## src/rtl/psc_pkg.sv

```systemverilog
// Package with the shared constants, codes and types of the port session classifier.
package psc_pkg;

  localparam int SESSION_CAPACITY = 64;

  localparam int PORT_W = 16;

  localparam logic [15:0] ETHERTYPE_IPV4 = 16'h0800;
  localparam logic [7:0]  PROTO_ICMP     = 8'd1;
  localparam logic [7:0]  PROTO_TCP      = 8'd6;
  localparam logic [7:0]  PROTO_UDP      = 8'd17;
  localparam logic [15:0] UDP_HDR_BYTES  = 16'd8;

  localparam logic [15:0] WEB_PORT_RESET   = 16'd80;
  localparam logic [15:0] SHELL_PORT_RESET = 16'd22;
  localparam logic [15:0] NAME_PORT_RESET  = 16'd53;

  typedef enum logic [2:0] {
    CLS_NONE  = 3'd0,
    CLS_ICMP  = 3'd1,
    CLS_WEB   = 3'd2,
    CLS_SHELL = 3'd3,
    CLS_NAME  = 3'd4
  } class_t;

  typedef enum logic [1:0] {
    SVC_WEB   = 2'd0,
    SVC_SHELL = 2'd1,
    SVC_NAME  = 2'd2
  } svc_t;

  typedef enum logic [1:0] {
    REG_WEB_PORT   = 2'd0,
    REG_SHELL_PORT = 2'd1,
    REG_NAME_PORT  = 2'd2
  } reg_t;

  typedef enum logic [1:0] {
    ST_IDLE   = 2'd0,
    ST_SEARCH = 2'd1,
    ST_DONE   = 2'd2
  } state_t;

  typedef struct packed {
    logic              active;
    logic              hit;
    svc_t              tbl;
    logic [PORT_W-1:0] port;
  } tok_t;

endpackage

```

## src/rtl/psc_cell.sv

```systemverilog
// One cell of the session chain: holds one slot of each service table and passes the search on.
module psc_cell #(
  parameter int CNT_W = 7
) (
  input  logic           clk,
  input  logic           rst,
  input  psc_pkg::tok_t  tok_in,
  input  logic [CNT_W-1:0] pos_in,
  input  logic [CNT_W-1:0] cnt_in,
  input  logic [CNT_W-1:0] hidx_in,
  output psc_pkg::tok_t  tok_out,
  output logic [CNT_W-1:0] pos_out,
  output logic [CNT_W-1:0] cnt_out,
  output logic [CNT_W-1:0] hidx_out
);

  logic [psc_pkg::PORT_W-1:0] web_ent;
  logic [psc_pkg::PORT_W-1:0] shell_ent;
  logic [psc_pkg::PORT_W-1:0] name_ent;
  logic [psc_pkg::PORT_W-1:0] cur_ent;
  logic                       match;
  logic                       wr;

  always_comb begin
    case (tok_in.tbl)
      psc_pkg::SVC_WEB:   cur_ent = web_ent;
      psc_pkg::SVC_SHELL: cur_ent = shell_ent;
      psc_pkg::SVC_NAME:  cur_ent = name_ent;
      default:            cur_ent = web_ent;
    endcase
  end

  assign match = tok_in.active && !tok_in.hit && (pos_in < cnt_in) && (cur_ent == tok_in.port);
  assign wr    = tok_in.active && !tok_in.hit && (pos_in == cnt_in);

  always_ff @(posedge clk) begin
    if (rst) begin
      tok_out.active <= 1'b0;
    end else begin
      tok_out.active <= tok_in.active;
    end
    tok_out.hit  <= tok_in.hit | match;
    tok_out.tbl  <= tok_in.tbl;
    tok_out.port <= tok_in.port;
    pos_out      <= pos_in + CNT_W'(1);
    cnt_out      <= cnt_in;
    hidx_out     <= match ? (pos_in + CNT_W'(1)) : hidx_in;
  end

  always_ff @(posedge clk) begin
    if (wr) begin
      case (tok_in.tbl)
        psc_pkg::SVC_WEB:   web_ent   <= tok_in.port;
        psc_pkg::SVC_SHELL: shell_ent <= tok_in.port;
        psc_pkg::SVC_NAME:  name_ent  <= tok_in.port;
        default:            web_ent   <= web_ent;
      endcase
    end
  end

endmodule

```

## config.mk

```make
export PLATFORM = sky130hd
export DESIGN_NAME = psc_cell
export DESIGN_NICKNAME = d
export VERILOG_FILES = /design/src/rtl/psc_pkg.sv /design/src/rtl/psc_cell.sv
export SDC_FILE = /design/constraint.sdc
export NUM_CORES = 1
export LEC_CHECK = 0
export BUFFER_PORTS_ARGS = -buffer_cell sky130_fd_sc_hd__buf_2
export CAP_MARGIN = 20
export CORE_MARGIN = 5
export CORE_UTILIZATION = 50
export DETAILED_ROUTE_END_ITERATION = 8
export GPL_ROUTABILITY_DRIVEN = 1
export HOLD_SLACK_MARGIN = 0.06
export MAX_ROUTING_LAYER = met4
export PLACE_DENSITY = 0.72
export RECOVER_POWER = 50
export SLEW_MARGIN = 20
export SYNTH_ARGS = -nofsm -noshare
export SYNTH_HDL_FRONTEND = slang
export SYNTH_SLANG_ARGS = --single-unit
```

## constraint.sdc

```tcl
create_clock -name clk -period 2.9 [get_ports clk]
set_clock_uncertainty 0.15 [all_clocks]
set_input_delay 0.29 -clock clk [delete_from_list [all_inputs] [get_ports clk]]
set_output_delay 0.29 -clock clk [all_outputs]
set_load 0.02 [all_outputs]
```

==> run metrics, run 1 <==
largest net degree at the start of global routing=17; sequential share of the synthesized area=68.3%; initial antenna violation count=0; placed cell area=3850 um^2; first-pass GRT wire length=12.1 mm; Port Buffers=83; worst setup margin=169 ps; GR Util All Layers=18.5%; RSZ-0062 raised after global routing=no; cells after synthesis=227; maximum fanout along the worst path=8; Worst-path clk slew=80 ps; CTS tree=done; Max Fclk=366 MHz; clock latency on the worst-skew pair=340 ps; core area=6390 um^2; Synth Warn #=0; Cell Area, Synth=3310 um^2; Leak=1.70 nW; DRC=0; grt total ovfl=0; DIE AREA=8350 um^2; pwr dens=575 nW/um^2; crit path capture type=flip-flop; Initial Utilization=51.9%; # setup viols final=0; slowest CP cell=dlygate4sd3_1; area grow syn2layout=33.2%; Die W=91.4 um; most common cell after layout, fill and taps aside=edfxtp_1; Crit Path Category=in -> reg; flops & latches, synth=89; fill cell count=504; Post-CTS Setup Inserts=0; cells along the critical path=dlygate4sd3_1 > buf_2 > inv_1 > ha_1 > a21oi_1 > nand3b_1 > a31oi_1 > nand3_1 > nor4_4 > o2111ai_4 > mux2_1; DR vias=2277; root buffer cell=clkbuf_8; Synth area leaders=edfxtp_1 (44%), dfxtp_1 (25%), ha_1 (4.2%); EDFF count, synth=48; Post-DRT Antenna Nets=0; placer congestion estimate=0.780; vias in the first global route=2360; Syn Nets=281; worst-margin pin slew=610 ps; CP peak stage delay=550 ps; Die Ht=91.4 um; register area=2260 um^2; Ports=84; Initial DRC Count=137; final net count=416; Final Cycle Share=94.2%; Routed WL per cell=16.3 um; Yosys top cell by area=edfxtp_1; flop2flop setup slack=540 ps; type of origin of the critical path=primary input; post-synth cell types=37; Hold Crit Class=in -> reg; Inserted Diodes=0; CTS Buf Count=9; Setup Slack @ Placement=74.9 ps; drt pass-1 iters=4; Relative slew margins=58.8%; Worst EP required=2970 ps; DR vias/cell=5.13; # H-tree levels=3; total wire length=7.24 mm; ys async rst share=0%; VDD IR max=0.458 mV; DP HPWL=4.73 mm; WP data arrival=2800 ps; most frequent cells in the layout=edfxtp_1 (48), buf_2 (46), clkbuf_1 (41), dfxtp_1 (41), dlygate4sd3_1 (40); cell row count=29; crit path time final=2730 ps; # Max-Cap Violations=0; Final Cell Area=4410 um^2; Slew Limit Fails=0; Mapped Avg Cell Area=14.6 um^2; clock tree buffer depth=2; Final Hold Fails=0; layout cells sized above 1=21.5%; post-synth top area share=43.5%; status=completed; Multi-input gate area=962 um^2; Synth Flop Type=edfxtp_1; clock sinks=89; post-route setup TNS=0 ps
-- layer usage --
metal	share of wire [%]	vias up	track usage [%]	routed length, um
li1	-	1102	-	-
met1	43	1090	23.0	3100
met2	49	81	29.7	3550
met3	7.0	4	5.37	508
met4	1.1	0	5.01	78
met5	0	-	-	0
-- area by class of cell --
class / count / share of cell area (%)
multi-input combinational: 118 / 21.8
inverter: 14 / 1.19
clock inverter: 3 / 1.47
tap: 77 / 2.18
clock buffer: 13 / 3.15
timing repair buffer: 130 / 18.9
sequential: 89 / 51.3
-- Yosys cell counts, drive strengths merged, types with 2 or more instances --
| master | number |
|---|---|
| nor2 | 5 |
| and2 | 3 |
| edfxtp | 48 |
| xor2 | 9 |
| xnor2 | 14 |
| o22ai | 4 |
| buf | 5 |
| a211oi | 2 |
| a21oi | 7 |
| a22oi | 14 |
| nand2 | 4 |
| inv | 14 |
| mux2 | 7 |
| ha | 11 |
| a31oi | 6 |
| nor3 | 5 |
| dfxtp | 41 |
| o21ai | 2 |
| nor2b | 4 |
| nand2b | 2 |
| nand3 | 8 |
-- report_power, final --
part	internal [mW]	switching [mW]
sequential	1.36	0.00840
combinational	0.126	0.167
clock	0.486	0.391
-- stage by stage --
step                      hold WS [ps]  total power, mW  util [%]  instances
after global routing              90.2             2.65      69.1        444
after CTS                         66.0             2.57      69.8        444
final                             75.4             2.54      69.1        444
after detailed placement           264             1.65      60.3        388
after floorplan                    168             1.54         -        227
after global placement             263             1.65      60.3        388
-- kinds of logic after synthesis --
group	Yosys count	synth area share, %
DFF	89	68.3
AOI/OAI and AO/OA	41	10.1
and+or+nand+nor	36	6.34
xor gates and xnor gates	23	6.08
buffers and inverters	20	2.68
adders and majority gates	11	4.15
muxes	7	2.38
-- flip-flops by register name, summed over array words and instances, names as in the netlist --
signal,count
cnt_out,7
web_ent,16
pos_out,7
shell_ent,16
tok_out,20
name_ent,16
hidx_out,7
-- final timing paths --
kind	from	end	cells after the start
worst max-delay path	cnt_in[6]	hidx_out[4]$_DFF_P_	11
worst min register to register	web_ent[4]$_DFFE_PP_	tok_out[18]$_DFF_P_	5
worst min-delay path	tok_in[19]	tok_out[19]$_SDFF_PP0_	2
worst max register to register	name_ent[13]$_DFFE_PP_	hidx_out[4]$_DFF_P_	7
-- worst max-delay path: cells and delay by family --
family	cells	cell delay, ps
AND/OR/NAND/NOR	3	510
buffers and inverters	3	710
adder cells (fa/ha/maj)	1	300
multiplexers	1	410
AO/OA/AOI/OAI	3	570
-- timing repair --
item / CTS / global route
setup endpoints to repair: 0 / 0
gates resized for setup: 0 / 0
endpoints found under the hold margin: 55 / 0
hold buffers: 40 / 0
Power figures use the tool's default switching activity.
==> run 2, diff against run 1 <==
==> constraint.sdc (replaced) <==
create_clock -name clk -period 2.9 [get_ports clk]
set_clock_uncertainty 0.15 [all_clocks]
set_input_delay 0.435 -clock clk [delete_from_list [all_inputs] [get_ports clk]]
set_output_delay 0.435 -clock clk [all_outputs]
set_load 0.02 [all_outputs]
==> run metrics, run 2 (synthesized netlist as in run 1, its figures left out) <==
layout cells sized above 1=35.3%; cells on worst reg2reg path=7; DR vias/cell=5.08; Post-DRT Antenna Nets=0; Post-Layout Cell Count=417; min-delay src=tok_in[2]; max reg flops=20; Min Hold Slack=111 ps; Initial Utilization=51.9%; worst-margin pin slew=627 ps; Final Cycle Share=93.8%; vias in the first global route=2219; Design Power=2.57 mW; Multi-input gate area=966 um^2; drt pass-1 iters=4; pwr dens=612 nW/um^2; Hold Crit Class=in -> reg; Initial DRC Count=58; type of origin of the critical path=primary input; Die Ht=91.4 um; core area=6390 um^2; Relative slew margins=57.6%; most common cell after layout, fill and taps aside=buf_2; Port Buffers=83; Worst Hold Path EP=tok_out[2]$_DFF_P_; Crit Path Category=in -> reg; # H-tree levels=3; DRC=0; maximum fanout along the worst path=8; area grow syn2layout=26.8%; Die W=91.4 um; RSZ-0062 raised after global routing=yes; DIE AREA=8350 um^2; Worst R2R Start=name_ent[14]$_DFFE_PP_; largest net degree at the start of global routing=17; # setup viols final=0; Inserted Diodes=0; # Max-Cap Violations=0; first-pass GRT wire length=11.1 mm; crit path time final=2720 ps; total wire length=6.61 mm; WP data arrival=2820 ps; fill cell count=476; grt total ovfl=0; placed cells=390; crit path capture type=flip-flop; final net count=389; GR Util All Layers=17.1%; flop2flop setup slack=630 ps; cell row count=29; placer congestion estimate=0.813; VDD IR max=0.437 mV; clock tree buffer depth=2; register area=2260 um^2; Worst EP required=3000 ps; most frequent cells in the layout=buf_2 (79), edfxtp_1 (48), dfxtp_1 (41), inv_1 (14), xnor2_1 (14); Ports=84; Slew Limit Fails=0; reg2reg end=hidx_out[4]$_DFF_P_; clock sinks=89; Leak=1.69 nW; Worst-path clk slew=90 ps; initial antenna violation count=0; CTS tree=done; CTS Buf Count=9; root buffer cell=clkbuf_8; status=completed; hold depth=1; DP HPWL=4.77 mm; Final Hold Fails=0; Max Fclk=368 MHz; Routed WL per cell=15.9 um; Biggest register=tok_out; clock latency on the worst-skew pair=360 ps; DR vias=2117
[run 2: changes by cell type in the layout (fill, tap and decap cells not counted)]
cell	previous run	this run
clkinv_2	1	0
a21oi_1	7	6
clkbuf_1	41	4
buf_4	6	9
dlygate4sd3_1	40	10
clkinvlp_4	0	1
a21oi_2	0	1
inv_6	0	2
clkinv_4	0	2
buf_2	46	79
[run 2: how the worst max path moves through the flow]
stage	from	to	cells after the start	slack, ps
6_report	cnt_in[6]	hidx_out[4]$_DFF_P_	11	180
5_1_grt	cnt_in[6]	hidx_out[3]$_DFF_P_	11	-4
4_1_cts	cnt_in[6]	hidx_out[0]$_DFF_P_	11	100
3_5_place_dp	tok_in[16]	hidx_out[0]$_DFF_P_	9	20
3_3_place_gp	tok_in[16]	hidx_out[4]$_DFF_P_	9	70
2_1_floorplan	tok_in[16]	hidx_out[0]$_DFF_P_	10	380
[run 2: timing repair]
action | 4_1_cts | 5_1_grt
resized for setup | 0 | 1
endpoints found under the hold margin | 10 | 0
setup buffers | 0 | 1
endpoints found under the setup margin | 0 | 6
hold buffers | 10 | 0
[run 2: layer usage]
layer  share of wire [%]  wire length [um]  track usage [%]  vias up
met3                 7.7               510             4.63        5
met2                  47              3100             25.5       76
met4                0.71                47             6.97        0
met5                   0                 0                -        -
li1                    -                 -                -     1048
met1                  45              2950             22.1      988
[run 2: per-stage QoR]
stage	util, %	cell area (um^2)	TNS [ps]	setup WS (ps)
finish	65.8	4200	0	180
global route	65.8	4200	-7.73	-4.10
CTS	65.7	4200	0	103
detailed placement	60.6	3870	0	16.3
global placement	60.6	3870	0	66.2
floorplan	-	3310	0	382
[run 2: power by group]
part           switching [mW]  internal [mW]  total (mW)  leakage [nW]
registers             0.00705           1.36        1.36         0.777
clock network           0.444          0.494       0.938         0.110
logic                   0.159          0.109       0.269         0.804
total                   0.611           1.96        2.57          1.69
[run 2: worst max-delay path: stages]
cell and delay (ps):
dlygate4sd3_1 520, buf_2 110, inv_1 40, ha_1 320, a21oi_2 160, nand3b_1 90
a31oi_1 140, nand3_1 130, nor4_4 270, o2111ai_4 240, mux2_1 380
[run 2: cell type report]
type / instances / share of cell area [%]
sequential: 89 / 53.8
tap: 77 / 2.29
timing repair buffer: 103 / 14.2
clock inverter: 7 / 2.44
inverter: 14 / 1.25
multi-input combinational: 118 / 23.0
clock buffer: 9 / 2.95
